--- config.mk ---
export PLATFORM = sky130hd
export DESIGN_NAME = ordered_timer_queue_unit_flat
export DESIGN_NICKNAME = d
export VERILOG_FILES = /design/src/rtl/otq_pkg.sv /design/src/rtl/otq_in_if.sv /design/src/rtl/otq_out_if.sv /design/src/rtl/ordered_timer_queue_unit.sv /design/src/rtl/otq_ctrl.sv /design/src/rtl/otq_dp.sv /design/src/flat_wrapper.sv
export SDC_FILE = /design/constraint.sdc
export NUM_CORES = 2
export LEC_CHECK = 0
export BUFFER_PORTS_ARGS = -buffer_cell sky130_fd_sc_hd__clkbuf_2
export CAP_MARGIN = 20
export CORE_MARGIN = 5
export CORE_UTILIZATION = 50
export CTS_CLUSTER_SIZE = 12
export DETAILED_ROUTE_END_ITERATION = 10
export GPL_TIMING_DRIVEN = 0
export PLACE_DENSITY = 0.66
export SLEW_MARGIN = 30
export SYNTH_ARGS = -nofsm -noshare
export SYNTH_HDL_FRONTEND = slang
export SYNTH_SLANG_ARGS = --single-unit
--- constraint.sdc ---
create_clock -name clk -period 17.9 [get_ports clk]
set_input_delay 3.58 -clock clk [delete_from_list [all_inputs] [get_ports clk]]
set_output_delay 3.58 -clock clk [all_outputs]
set_load 0.01 [all_outputs]
--- src/rtl/otq_pkg.sv ---
// otq_pkg: shared constants, codes and control structs for the ordered timer queue.
// No dependencies; used by the interfaces, the controller, the datapath and the top level.
package otq_pkg;

  localparam int CAPACITY = 32;
  localparam int SLOT_W   = (CAPACITY > 1) ? $clog2(CAPACITY) : 1;
  localparam int TIME_W   = 48;
  localparam int PERIOD_W = 32;
  localparam int HANDLE_W = 5;
  localparam int KIND_W   = 2;

  localparam logic [SLOT_W-1:0] LAST_SLOT = SLOT_W'(CAPACITY - 1);

  localparam logic CMD_ADD    = 1'b0;
  localparam logic CMD_EXPIRE = 1'b1;

  typedef enum logic [KIND_W-1:0] {
    KIND_ADD_OK    = 2'd0,
    KIND_ADD_FULL  = 2'd1,
    KIND_FIRED     = 2'd2,
    KIND_PASS_DONE = 2'd3
  } res_kind_t;

  // what a table sweep computes
  typedef enum logic [1:0] {
    SCAN_MIN  = 2'd0,  // earliest busy deadline and lowest free slot
    SCAN_DUE  = 2'd1,  // mark busy timers due at the current time
    SCAN_PICK = 2'd2   // earliest due timer, lowest slot on ties
  } scan_mode_t;

  typedef struct packed {
    logic       latch_in;
    logic       scan_start;
    scan_mode_t scan_mode;
    logic       add_commit;
    logic       fire_commit;
    logic       load_res;
    res_kind_t  res_kind;
  } ctrl_cmd_t;

  typedef struct packed {
    logic scan_done;
    logic found;
    logic free_found;
  } dp_stat_t;

endpackage

--- src/rtl/otq_in_if.sv ---
// otq_in_if: command channel of the timer queue (valid/ready plus command payload).
// Depends on otq_pkg for field widths.
interface otq_in_if import otq_pkg::*; ();
  logic                valid;
  logic                ready;
  logic                cmd;
  logic [TIME_W-1:0]   time_value;
  logic [PERIOD_W-1:0] interval_us;

  modport source (output valid, cmd, time_value, interval_us, input ready);
  modport sink   (input valid, cmd, time_value, interval_us, output ready);
endinterface

--- src/rtl/otq_out_if.sv ---
// otq_out_if: result channel of the timer queue (valid/ready plus result payload).
// Depends on otq_pkg for field widths.
interface otq_out_if import otq_pkg::*; ();
  logic                valid;
  logic                ready;
  logic [KIND_W-1:0]   kind;
  logic [HANDLE_W-1:0] handle;
  logic                earliest_changed;
  logic                deadline_valid;
  logic [TIME_W-1:0]   next_deadline;
  logic                last;

  modport source (output valid, kind, handle, earliest_changed, deadline_valid,
                  next_deadline, last, input ready);
  modport sink   (input valid, kind, handle, earliest_changed, deadline_valid,
                  next_deadline, last, output ready);
endinterface

--- src/rtl/ordered_timer_queue_unit.sv ---
// ordered_timer_queue_unit: top level of the deadline-ordered timer queue.
// Depends on otq_pkg, otq_in_if, otq_out_if, otq_ctrl and otq_dp.
//
//   channel   | dir | transfer payload
//   ----------+-----+-----------------------------------------------------------
//   in_chan   | in  | cmd, time_value, interval_us (add deadline / expire time)
//   out_chan  | out | kind, handle, earliest_changed, deadline_valid,
//             |     | next_deadline, last
//
// Every command sweeps the timer tables one slot per cycle through a
// registered read port. Add: one sweep for lowest free slot and earliest
// deadline, then the commit. Expire with F fired timers: one sweep marks due
// timers, one sweep per fired timer picks the earliest (deadline, slot), one
// more pick sweep finds none left, one last sweep finds the next deadline.
// Reset (rst_n low, synchronous) clears the slot and due flags and the
// controller; table contents are not cleared and are read only for busy slots.
// A new command is taken only once the previous one has queued its last result;
// that last result may still sit in the output register. A stalled out_chan
// holds the sequencer before each further result.
module ordered_timer_queue_unit import otq_pkg::*; (
  input  logic      clk,
  input  logic      rst_n,
  otq_in_if.sink    in_chan,
  otq_out_if.source out_chan
);

  ctrl_cmd_t cmd;
  dp_stat_t  stat;

  otq_ctrl u_ctrl (
    .clk       (clk),
    .rst_n     (rst_n),
    .in_valid  (in_chan.valid),
    .in_cmd    (in_chan.cmd),
    .in_ready  (in_chan.ready),
    .out_ready (out_chan.ready),
    .out_valid (out_chan.valid),
    .stat      (stat),
    .cmd       (cmd)
  );

  otq_dp u_dp (
    .clk            (clk),
    .rst_n          (rst_n),
    .cmd            (cmd),
    .stat           (stat),
    .in_time_value  (in_chan.time_value),
    .in_interval_us (in_chan.interval_us),
    .res_kind       (out_chan.kind),
    .res_handle     (out_chan.handle),
    .res_changed    (out_chan.earliest_changed),
    .res_dvalid     (out_chan.deadline_valid),
    .res_next       (out_chan.next_deadline),
    .res_last       (out_chan.last)
  );

endmodule

--- src/rtl/otq_ctrl.sv ---
// otq_ctrl: sequencer for add and expire commands; drives the datapath by command struct.
// Depends on otq_pkg.
module otq_ctrl import otq_pkg::*; (
  input  logic      clk,
  input  logic      rst_n,
  input  logic      in_valid,
  input  logic      in_cmd,
  output logic      in_ready,
  input  logic      out_ready,
  output logic      out_valid,
  input  dp_stat_t  stat,
  output ctrl_cmd_t cmd
);

  typedef enum logic [2:0] {
    S_IDLE,
    S_ADD_SCAN,
    S_ADD_DONE,
    S_DUE_SCAN,
    S_PICK_SCAN,
    S_FIRE,
    S_FINAL_SCAN,
    S_FINAL_OUT
  } state_t;

  state_t state_r, state_nxt;
  logic   out_valid_r;
  logic   out_free;

  // result register can take a new result if empty or draining this cycle
  assign out_free  = !out_valid_r || out_ready;
  assign out_valid = out_valid_r;
  assign in_ready  = (state_r == S_IDLE);

  always_comb begin
    state_nxt       = state_r;
    cmd             = '0;
    cmd.scan_mode   = SCAN_MIN;
    cmd.res_kind    = KIND_PASS_DONE;
    case (state_r)
      S_IDLE: begin
        if (in_valid) begin
          cmd.latch_in   = 1'b1;
          cmd.scan_start = 1'b1;
          if (in_cmd == CMD_EXPIRE) begin
            cmd.scan_mode = SCAN_DUE;
            state_nxt     = S_DUE_SCAN;
          end else begin
            cmd.scan_mode = SCAN_MIN;
            state_nxt     = S_ADD_SCAN;
          end
        end
      end
      S_ADD_SCAN: begin
        if (stat.scan_done) begin
          state_nxt = S_ADD_DONE;
        end
      end
      S_ADD_DONE: begin
        if (out_free) begin
          cmd.load_res   = 1'b1;
          cmd.add_commit = stat.free_found;
          cmd.res_kind   = stat.free_found ? KIND_ADD_OK : KIND_ADD_FULL;
          state_nxt      = S_IDLE;
        end
      end
      S_DUE_SCAN: begin
        if (stat.scan_done) begin
          cmd.scan_start = 1'b1;
          cmd.scan_mode  = SCAN_PICK;
          state_nxt      = S_PICK_SCAN;
        end
      end
      S_PICK_SCAN: begin
        if (stat.scan_done) begin
          if (stat.found) begin
            state_nxt = S_FIRE;
          end else begin
            cmd.scan_start = 1'b1;
            cmd.scan_mode  = SCAN_MIN;
            state_nxt      = S_FINAL_SCAN;
          end
        end
      end
      S_FIRE: begin
        if (out_free) begin
          cmd.load_res    = 1'b1;
          cmd.res_kind    = KIND_FIRED;
          cmd.fire_commit = 1'b1;
          cmd.scan_start  = 1'b1;
          cmd.scan_mode   = SCAN_PICK;
          state_nxt       = S_PICK_SCAN;
        end
      end
      S_FINAL_SCAN: begin
        if (stat.scan_done) begin
          state_nxt = S_FINAL_OUT;
        end
      end
      S_FINAL_OUT: begin
        if (out_free) begin
          cmd.load_res = 1'b1;
          cmd.res_kind = KIND_PASS_DONE;
          state_nxt    = S_IDLE;
        end
      end
      default: begin
        state_nxt = S_IDLE;
      end
    endcase
  end

  always_ff @(posedge clk) begin
    if (!rst_n) begin
      state_r     <= S_IDLE;
      out_valid_r <= 1'b0;
    end else begin
      state_r <= state_nxt;
      if (cmd.load_res) begin
        out_valid_r <= 1'b1;
      end else if (out_ready) begin
        out_valid_r <= 1'b0;
      end
    end
  end

endmodule

--- src/rtl/otq_dp.sv ---
// otq_dp: timer tables, sweep pipeline, slot flags and result register.
// Depends on otq_pkg; commanded by otq_ctrl.
module otq_dp import otq_pkg::*; (
  input  logic                clk,
  input  logic                rst_n,
  input  ctrl_cmd_t           cmd,
  output dp_stat_t            stat,
  input  logic [TIME_W-1:0]   in_time_value,
  input  logic [PERIOD_W-1:0] in_interval_us,
  output logic [KIND_W-1:0]   res_kind,
  output logic [HANDLE_W-1:0] res_handle,
  output logic                res_changed,
  output logic                res_dvalid,
  output logic [TIME_W-1:0]   res_next,
  output logic                res_last
);

  // tables
  logic [TIME_W-1:0]   deadline_mem_r [CAPACITY];
  logic [PERIOD_W-1:0] period_mem_r   [CAPACITY];
  logic [CAPACITY-1:0] busy_r;
  logic [CAPACITY-1:0] due_r;

  // latched command operands
  logic [TIME_W-1:0]   t_r;
  logic [PERIOD_W-1:0] ival_r;

  // sweep: read stage, compare stage, done flag
  scan_mode_t          mode_r;
  logic                rd_act_r;
  logic [SLOT_W-1:0]   rd_idx_r;
  logic                cmp_vld_r;
  logic [SLOT_W-1:0]   cmp_idx_r;
  logic [TIME_W-1:0]   dl_q_r;
  logic [PERIOD_W-1:0] pd_q_r;
  logic                done_r;

  // sweep results
  logic                found_r;
  logic [TIME_W-1:0]   best_dl_r;
  logic [SLOT_W-1:0]   best_idx_r;
  logic [PERIOD_W-1:0] best_pd_r;
  logic                free_found_r;
  logic [SLOT_W-1:0]   free_idx_r;

  // result register
  res_kind_t           res_kind_r;
  logic [HANDLE_W-1:0] res_handle_r;
  logic                res_changed_r;
  logic                res_dvalid_r;
  logic [TIME_W-1:0]   res_next_r;
  logic                res_last_r;

  logic [TIME_W:0]     reload_sum;
  logic [TIME_W-1:0]   reload_dl;
  logic                new_earliest;
  logic                wr_en;
  logic [SLOT_W-1:0]   wr_idx;
  logic [TIME_W-1:0]   wr_dl;
  logic                cmp_busy;
  logic                cmp_due;

  assign reload_sum   = {1'b0, t_r} + (TIME_W+1)'(best_pd_r);
  assign reload_dl    = reload_sum[TIME_W] ? {TIME_W{1'b1}} : reload_sum[TIME_W-1:0];
  assign new_earliest = !found_r || (t_r < best_dl_r);

  assign wr_en  = cmd.add_commit || (cmd.fire_commit && (best_pd_r != '0));
  assign wr_idx = cmd.add_commit ? free_idx_r : best_idx_r;
  assign wr_dl  = cmd.add_commit ? t_r : reload_dl;

  assign cmp_busy = busy_r[cmp_idx_r];
  assign cmp_due  = due_r[cmp_idx_r];

  assign stat.scan_done  = done_r;
  assign stat.found      = found_r;
  assign stat.free_found = free_found_r;

  assign res_kind    = res_kind_r;
  assign res_handle  = res_handle_r;
  assign res_changed = res_changed_r;
  assign res_dvalid  = res_dvalid_r;
  assign res_next    = res_next_r;
  assign res_last    = res_last_r;

  // tables: one write port, one registered read port
  always_ff @(posedge clk) begin
    if (wr_en) begin
      deadline_mem_r[wr_idx] <= wr_dl;
    end
    if (cmd.add_commit) begin
      period_mem_r[free_idx_r] <= ival_r;
    end
    dl_q_r <= deadline_mem_r[rd_idx_r];
    pd_q_r <= period_mem_r[rd_idx_r];
  end

  // operands, sweep results and result payload
  always_ff @(posedge clk) begin
    if (cmd.latch_in) begin
      t_r    <= in_time_value;
      ival_r <= in_interval_us;
    end
    cmp_idx_r <= rd_idx_r;
    if (cmd.scan_start) begin
      mode_r <= cmd.scan_mode;
    end
    if (cmp_vld_r) begin
      case (mode_r)
        SCAN_MIN: begin
          if (cmp_busy && (!found_r || dl_q_r < best_dl_r)) begin
            best_dl_r <= dl_q_r;
          end
          if (!cmp_busy && !free_found_r) begin
            free_idx_r <= cmp_idx_r;
          end
        end
        SCAN_PICK: begin
          if (cmp_due && (!found_r || dl_q_r < best_dl_r)) begin
            best_dl_r  <= dl_q_r;
            best_idx_r <= cmp_idx_r;
            best_pd_r  <= pd_q_r;
          end
        end
        default: begin
        end
      endcase
    end
    if (cmd.load_res) begin
      res_kind_r    <= cmd.res_kind;
      res_handle_r  <= '0;
      res_changed_r <= 1'b0;
      res_dvalid_r  <= found_r;
      res_next_r    <= found_r ? best_dl_r : '0;
      res_last_r    <= 1'b1;
      case (cmd.res_kind)
        KIND_ADD_OK: begin
          res_handle_r  <= HANDLE_W'(free_idx_r);
          res_changed_r <= new_earliest;
          res_dvalid_r  <= 1'b1;
          res_next_r    <= new_earliest ? t_r : best_dl_r;
        end
        KIND_FIRED: begin
          res_handle_r <= HANDLE_W'(best_idx_r);
          res_dvalid_r <= 1'b0;
          res_next_r   <= '0;
          res_last_r   <= 1'b0;
        end
        default: begin
        end
      endcase
    end
  end

  // control: sweep sequencing, found flags, slot flags
  always_ff @(posedge clk) begin
    if (!rst_n) begin
      rd_act_r     <= 1'b0;
      rd_idx_r     <= '0;
      cmp_vld_r    <= 1'b0;
      done_r       <= 1'b0;
      found_r      <= 1'b0;
      free_found_r <= 1'b0;
      busy_r       <= '0;
      due_r        <= '0;
    end else begin
      cmp_vld_r <= rd_act_r;
      done_r    <= cmp_vld_r && (cmp_idx_r == LAST_SLOT);
      if (cmd.scan_start) begin
        rd_act_r     <= 1'b1;
        rd_idx_r     <= '0;
        found_r      <= 1'b0;
        free_found_r <= 1'b0;
      end else if (rd_act_r) begin
        if (rd_idx_r == LAST_SLOT) begin
          rd_act_r <= 1'b0;
        end else begin
          rd_idx_r <= rd_idx_r + SLOT_W'(1);
        end
      end
      if (cmp_vld_r) begin
        case (mode_r)
          SCAN_MIN: begin
            if (cmp_busy) begin
              found_r <= 1'b1;
            end else begin
              free_found_r <= 1'b1;
            end
          end
          SCAN_DUE: begin
            due_r[cmp_idx_r] <= cmp_busy && (dl_q_r <= t_r);
          end
          SCAN_PICK: begin
            if (cmp_due) begin
              found_r <= 1'b1;
            end
          end
          default: begin
          end
        endcase
      end
      if (cmd.add_commit) begin
        busy_r[free_idx_r] <= 1'b1;
      end
      if (cmd.fire_commit) begin
        due_r[best_idx_r] <= 1'b0;
        if (best_pd_r == '0) begin
          busy_r[best_idx_r] <= 1'b0;
        end
      end
    end
  end

endmodule

--- src/flat_wrapper.sv ---
// flat-port wrapper written by rule: the top's interface ports become plain ports
module ordered_timer_queue_unit_flat import otq_pkg::*;
  (clk, rst_n, in_chan_valid, in_chan_cmd, in_chan_time_value, in_chan_interval_us, in_chan_ready, out_chan_valid, out_chan_kind, out_chan_handle, out_chan_earliest_changed, out_chan_deadline_valid, out_chan_next_deadline, out_chan_last, out_chan_ready);
  otq_in_if in_chan_i ();
  otq_out_if out_chan_i ();
  input  logic clk;
  input  logic rst_n;
  input wire logic [$bits(in_chan_i.valid)-1:0] in_chan_valid;
  input wire logic [$bits(in_chan_i.cmd)-1:0] in_chan_cmd;
  input wire logic [$bits(in_chan_i.time_value)-1:0] in_chan_time_value;
  input wire logic [$bits(in_chan_i.interval_us)-1:0] in_chan_interval_us;
  output wire logic [$bits(in_chan_i.ready)-1:0] in_chan_ready;
  output wire logic [$bits(out_chan_i.valid)-1:0] out_chan_valid;
  output wire logic [$bits(out_chan_i.kind)-1:0] out_chan_kind;
  output wire logic [$bits(out_chan_i.handle)-1:0] out_chan_handle;
  output wire logic [$bits(out_chan_i.earliest_changed)-1:0] out_chan_earliest_changed;
  output wire logic [$bits(out_chan_i.deadline_valid)-1:0] out_chan_deadline_valid;
  output wire logic [$bits(out_chan_i.next_deadline)-1:0] out_chan_next_deadline;
  output wire logic [$bits(out_chan_i.last)-1:0] out_chan_last;
  input wire logic [$bits(out_chan_i.ready)-1:0] out_chan_ready;
  assign in_chan_i.valid = in_chan_valid;
  assign in_chan_i.cmd = in_chan_cmd;
  assign in_chan_i.time_value = in_chan_time_value;
  assign in_chan_i.interval_us = in_chan_interval_us;
  assign in_chan_ready = in_chan_i.ready;
  assign out_chan_valid = out_chan_i.valid;
  assign out_chan_kind = out_chan_i.kind;
  assign out_chan_handle = out_chan_i.handle;
  assign out_chan_earliest_changed = out_chan_i.earliest_changed;
  assign out_chan_deadline_valid = out_chan_i.deadline_valid;
  assign out_chan_next_deadline = out_chan_i.next_deadline;
  assign out_chan_last = out_chan_i.last;
  assign out_chan_i.ready = out_chan_ready;
  ordered_timer_queue_unit u_core (.clk(clk), .rst_n(rst_n), .in_chan(in_chan_i), .out_chan(out_chan_i));
endmodule
==> results.py <==
metrics = {
    "logic_synthesis": {
        "async_reset_ff_frac": 0,
        "synth_edf_count": 2790,
        "synth_top_area_cell": "edfxtp_1",
        "synth_cell_types": 82,
        "synth_top_area_share": 0.7201,
        "synthMostInstantiatedCell": "edfxtp_1",
        "seq_area_frac_synth": 0.7482,
        "syn_area_mm2": 0.1163,
        "ys.flop_type": "edfxtp_1",
        "synthTopCellsByCount": "edfxtp_1, mux4_2, ha_1, clkbuf_1, dfxtp_1",
        "syn_nets": 5646,
        "postSynthCellCount": 5384,
        "synth.avg_cell_area_um2": 21.61,
        "ys_warn_count": 0,
        "ys_seq_elements": 2953,
        "synth.area.top_cells": "edfxtp_1, mux4_2, dfxtp_1, ha_1, mux2_2",
    },
    "pwr": {
        "p_leak_nw": 43.66,
        "power_mw": 15.95,
        "peakVddDrop_v": 0.00006614,
        "cell_internal_pwr_mw": 12.17,
        "combPwrFrac": 0.105,
        "power_density_mw_per_mm2": 116.1,
        "seq_power_share": 0.514,
        "p_switching_mw": 3.780,
        "p_clk_frac": 0.381,
        "switching_share": 0.2369,
    },
    "sta": {
        "whs_ps": 343.2,
        "fmax_mhz": 132.7,
        "finalHoldViolations": 0,
        "fin_skew_ps": 77.89,
        "slew_viol_final": 0,
        "fin_crit_ps": 7534,
        "worstMarginPinSlew_ps": 1071,
        "period_share": 0.4209,
        "slew_headroom": 0.2858,
        "finalSetupViolCount": 0,
        "grt_setup_unrepaired": "false",
        "fin_setup_tns_ps": 0,
    },
    "floorplan": {
        "core.rowCount": 177,
        "ios": 145,
        "initial_core_util": 0.5013,
        "core_mm2": 0.2321,
        "design.die.area_mm2": 0.2424,
        "die_w_um": 492.4,
        "die_h_um": 492.4,
    },
    "finish": {
        "drive_gt1_frac": 0.3168,
        "nNetsFinal": 6367,
        "finalInstanceArea_mm2": 0.1374,
        "instances_no_fill": 9368,
        "syn2layout_area_growth_pct": 18.10,
    },
    "cts": {
        "clockRootBuffer": "clkbuf_16",
        "post_cts.repair.setup_buffers": 0,
        "clkLatencyLatePin_ps": 1000,
        "cts-buffers-inserted": 322,
        "numClockSinks": 2953,
        "clkTransAtPathRegs_ps": 50,
        "htreeDepth": 5,
        "cts_resized": 0,
        "cts_hold_buf": 0,
        "max-clock-path-buffers": 4,
        "tritoncts": "built",
    },
    "worst_setup_path": {
        "crit_path_end_kind": "register",
        "critPathArrivalTime_ps": 8180,
        "worstSetupEndpoint": "u_core.u_dp.deadline_mem_r[1][36]",
        "reg2reg_depth": 12,
        "r2r-end": "u_core.u_dp.deadline_mem_r[6][29]",
        "r2r-start": "u_core.u_ctrl.state_r[2]",
        "crit_path_cell_trace": "clkbuf_2, nand2b_1, nand4_1, clkbuf_1, clkbuf_1, nand2_1, nand2_1, nand2_1, nor2_4, buf_16, buf_16, buf_16",
        "slowest_stage": "clkbuf_1",
        "critPathKind": "in2reg",
        "startpoint": "out_chan_ready",
        "worst_ep_required_time_ps": 18540,
        "start_kind": "primary input",
        "cp_max_fo": 16,
        "cp_slowest_stage_delay_ps": 790,
        "ff2ff_setup_slack_ps": 12680,
    },
    "routing": {
        "dr_total_vias": 60370,
        "dr.max_layer_used": "met5",
        "routed-wl-met3_mm": 33.83,
        "initialDrtViolationCount": 8300,
        "post_drt_wl_per_cell_um": 35.97,
        "routedLengthMet1_mm": 125.4,
        "drt-total-wl_mm": 337.0,
        "drc": 0,
        "first_pass_iters": 6,
        "drtAntennaViolNets": 0,
        "wl_met2_mm": 161.9,
        "via_per_inst": 6.444,
    },
    "placed_design": {
        "place_inst": 8801,
        "placed_cell_area_mm2": 0.1277,
        "hpwl_mm": 235.7,
        "portBuffers": 143,
        "gp_congestion": 0.9512,
    },
    "global_route": {
        "grt_pass1_wl_mm": 469.1,
        "grt_max_degree": 39,
        "grtUsageTotal": 0.2766,
        "grt_pass1_vias": 60760,
        "antenna_found_initial": 18,
        "overflow": 0,
    },
    "run_status": {
        "outcome": "finished clean",
    },
    "run": {
        "maxCapViolations": 0,
    },
    "hold_path": {
        "hold_class": "reg2reg",
    },
}
[cells by family after synthesis]
family	after synthesis	share of synthesized area
flip-flops	2953	0.7482
multiplexers	904	0.1664
XOR/XNOR	34	0.002560
buffers and inverters	366	0.01292
AND/OR/NAND/NOR	506	0.02124
adder cells (fa/ha/maj)	177	0.01910
AO/OA/AOI/OAI	444	0.02961
[worst max-delay path: cells and delay by family]
kind | cells | cell delay [ps]
buffers and inverters | 6 | 2240
and+or+nand+nor | 6 | 2290
[metrics by stage]
| step | utilization | setup WS [ps] |
|---|---|---|
| CTS | 0.5906 | 10510 |
| global placement | 0.5208 | 5186 |
| finish | 0.5920 | 10370 |
| floorplan | - | 10420 |
| detailed placement | 0.5502 | 9539 |
| global route | 0.5920 | 10380 |
[worst min-delay path by stage]
stage | cells past startpoint | to | slack (ps) | start
after CTS | 0 | u_core.u_dp.cmp_idx_r[2] | 340 | u_core.u_dp.rd_idx_r[2]
final | 0 | u_core.u_dp.cmp_idx_r[2] | 340 | u_core.u_dp.rd_idx_r[2]
after global routing | 0 | u_core.u_dp.cmp_idx_r[2] | 350 | u_core.u_dp.rd_idx_r[2]
after floorplan | 0 | u_core.u_dp.cmp_idx_r[2] | 330 | u_core.u_dp.rd_idx_r[2]
after global placement | 0 | u_core.u_dp.cmp_idx_r[2] | 340 | u_core.u_dp.rd_idx_r[2]
after detailed placement | 0 | u_core.u_dp.cmp_idx_r[2] | 330 | u_core.u_dp.rd_idx_r[2]
[metal layers]
metal  vias to the layer above  global-route usage
li1                      24170                   -
met3                       700             0.06835
met5                         -            0.004501
met2                      3433              0.4415
met4                         8              0.1152
met1                     32060              0.3681
[flip-flops by register name, indices dropped and copies added, names as in the netlist, 5 cells and up]
| register | cells |
|---|---|
| u_core.u_dp.best_pd_r | 32 |
| u_core.u_dp.rd_idx_r | 5 |
| u_core.u_dp.cmp_idx_r | 5 |
| u_core.u_dp.ival_r | 32 |
| u_core.u_dp.due_r | 32 |
| u_core.u_dp.res_next | 48 |
| u_core.u_dp.period_mem_r | 1024 |
| u_core.u_dp.best_dl_r | 48 |
| u_core.u_dp.deadline_mem_r | 1536 |
| u_core.u_dp.pd_q_r | 32 |
| u_core.u_dp.free_idx_r | 5 |
| u_core.u_dp.dl_q_r | 48 |
| u_core.u_dp.res_handle | 5 |
| u_core.u_dp.busy_r | 32 |
| u_core.u_dp.best_idx_r | 5 |
| u_core.u_dp.t_r | 48 |
[power by group through the flow]
stage                     Sequential, mW  Clock [mW]  Combinational [mW]
final                               8.19        6.08                1.68
after global routing                8.19        6.46                1.79
after CTS                           8.24        6.15                1.62
after detailed placement            8.38           0                1.61
after global placement              8.39           0                1.47
after floorplan                     8.27           0               0.998
[layout make-up]
class	instances	area, µm²
flip-flops and latches	2953	87040
inverters	111	416.7
fillers	16170	94690
well taps	3043	3807
plain buffers	255	1189
multi-input cells	2065	28740
diodes	8	20.02
repair buffers	397	6803
clock buffers	454	8793
clock inverters	82	593.1
[cells in the final DEF (no fill, tap or decap), drive strengths merged, types with 41 or more instances in the layout]
| cell | synthesis | layout |
|---|---|---|
| edfxtp | 2790 | 2790 |
| ha | 176 | 176 |
| clkinv | 0 | 62 |
| o21ai | 82 | 82 |
| a32o | 48 | 48 |
| a21o | 67 | 67 |
| dfxtp | 163 | 163 |
| nand4 | 41 | 41 |
| nor2 | 125 | 125 |
| mux4 | 816 | 816 |
| inv | 111 | 118 |
| nand3 | 59 | 59 |
| a21oi | 105 | 105 |
| clkbuf | 175 | 776 |
| buf | 80 | 330 |
| mux2 | 82 | 82 |
| nand2 | 147 | 147 |
No activity file was read; power rests on OpenSTA's default activity.
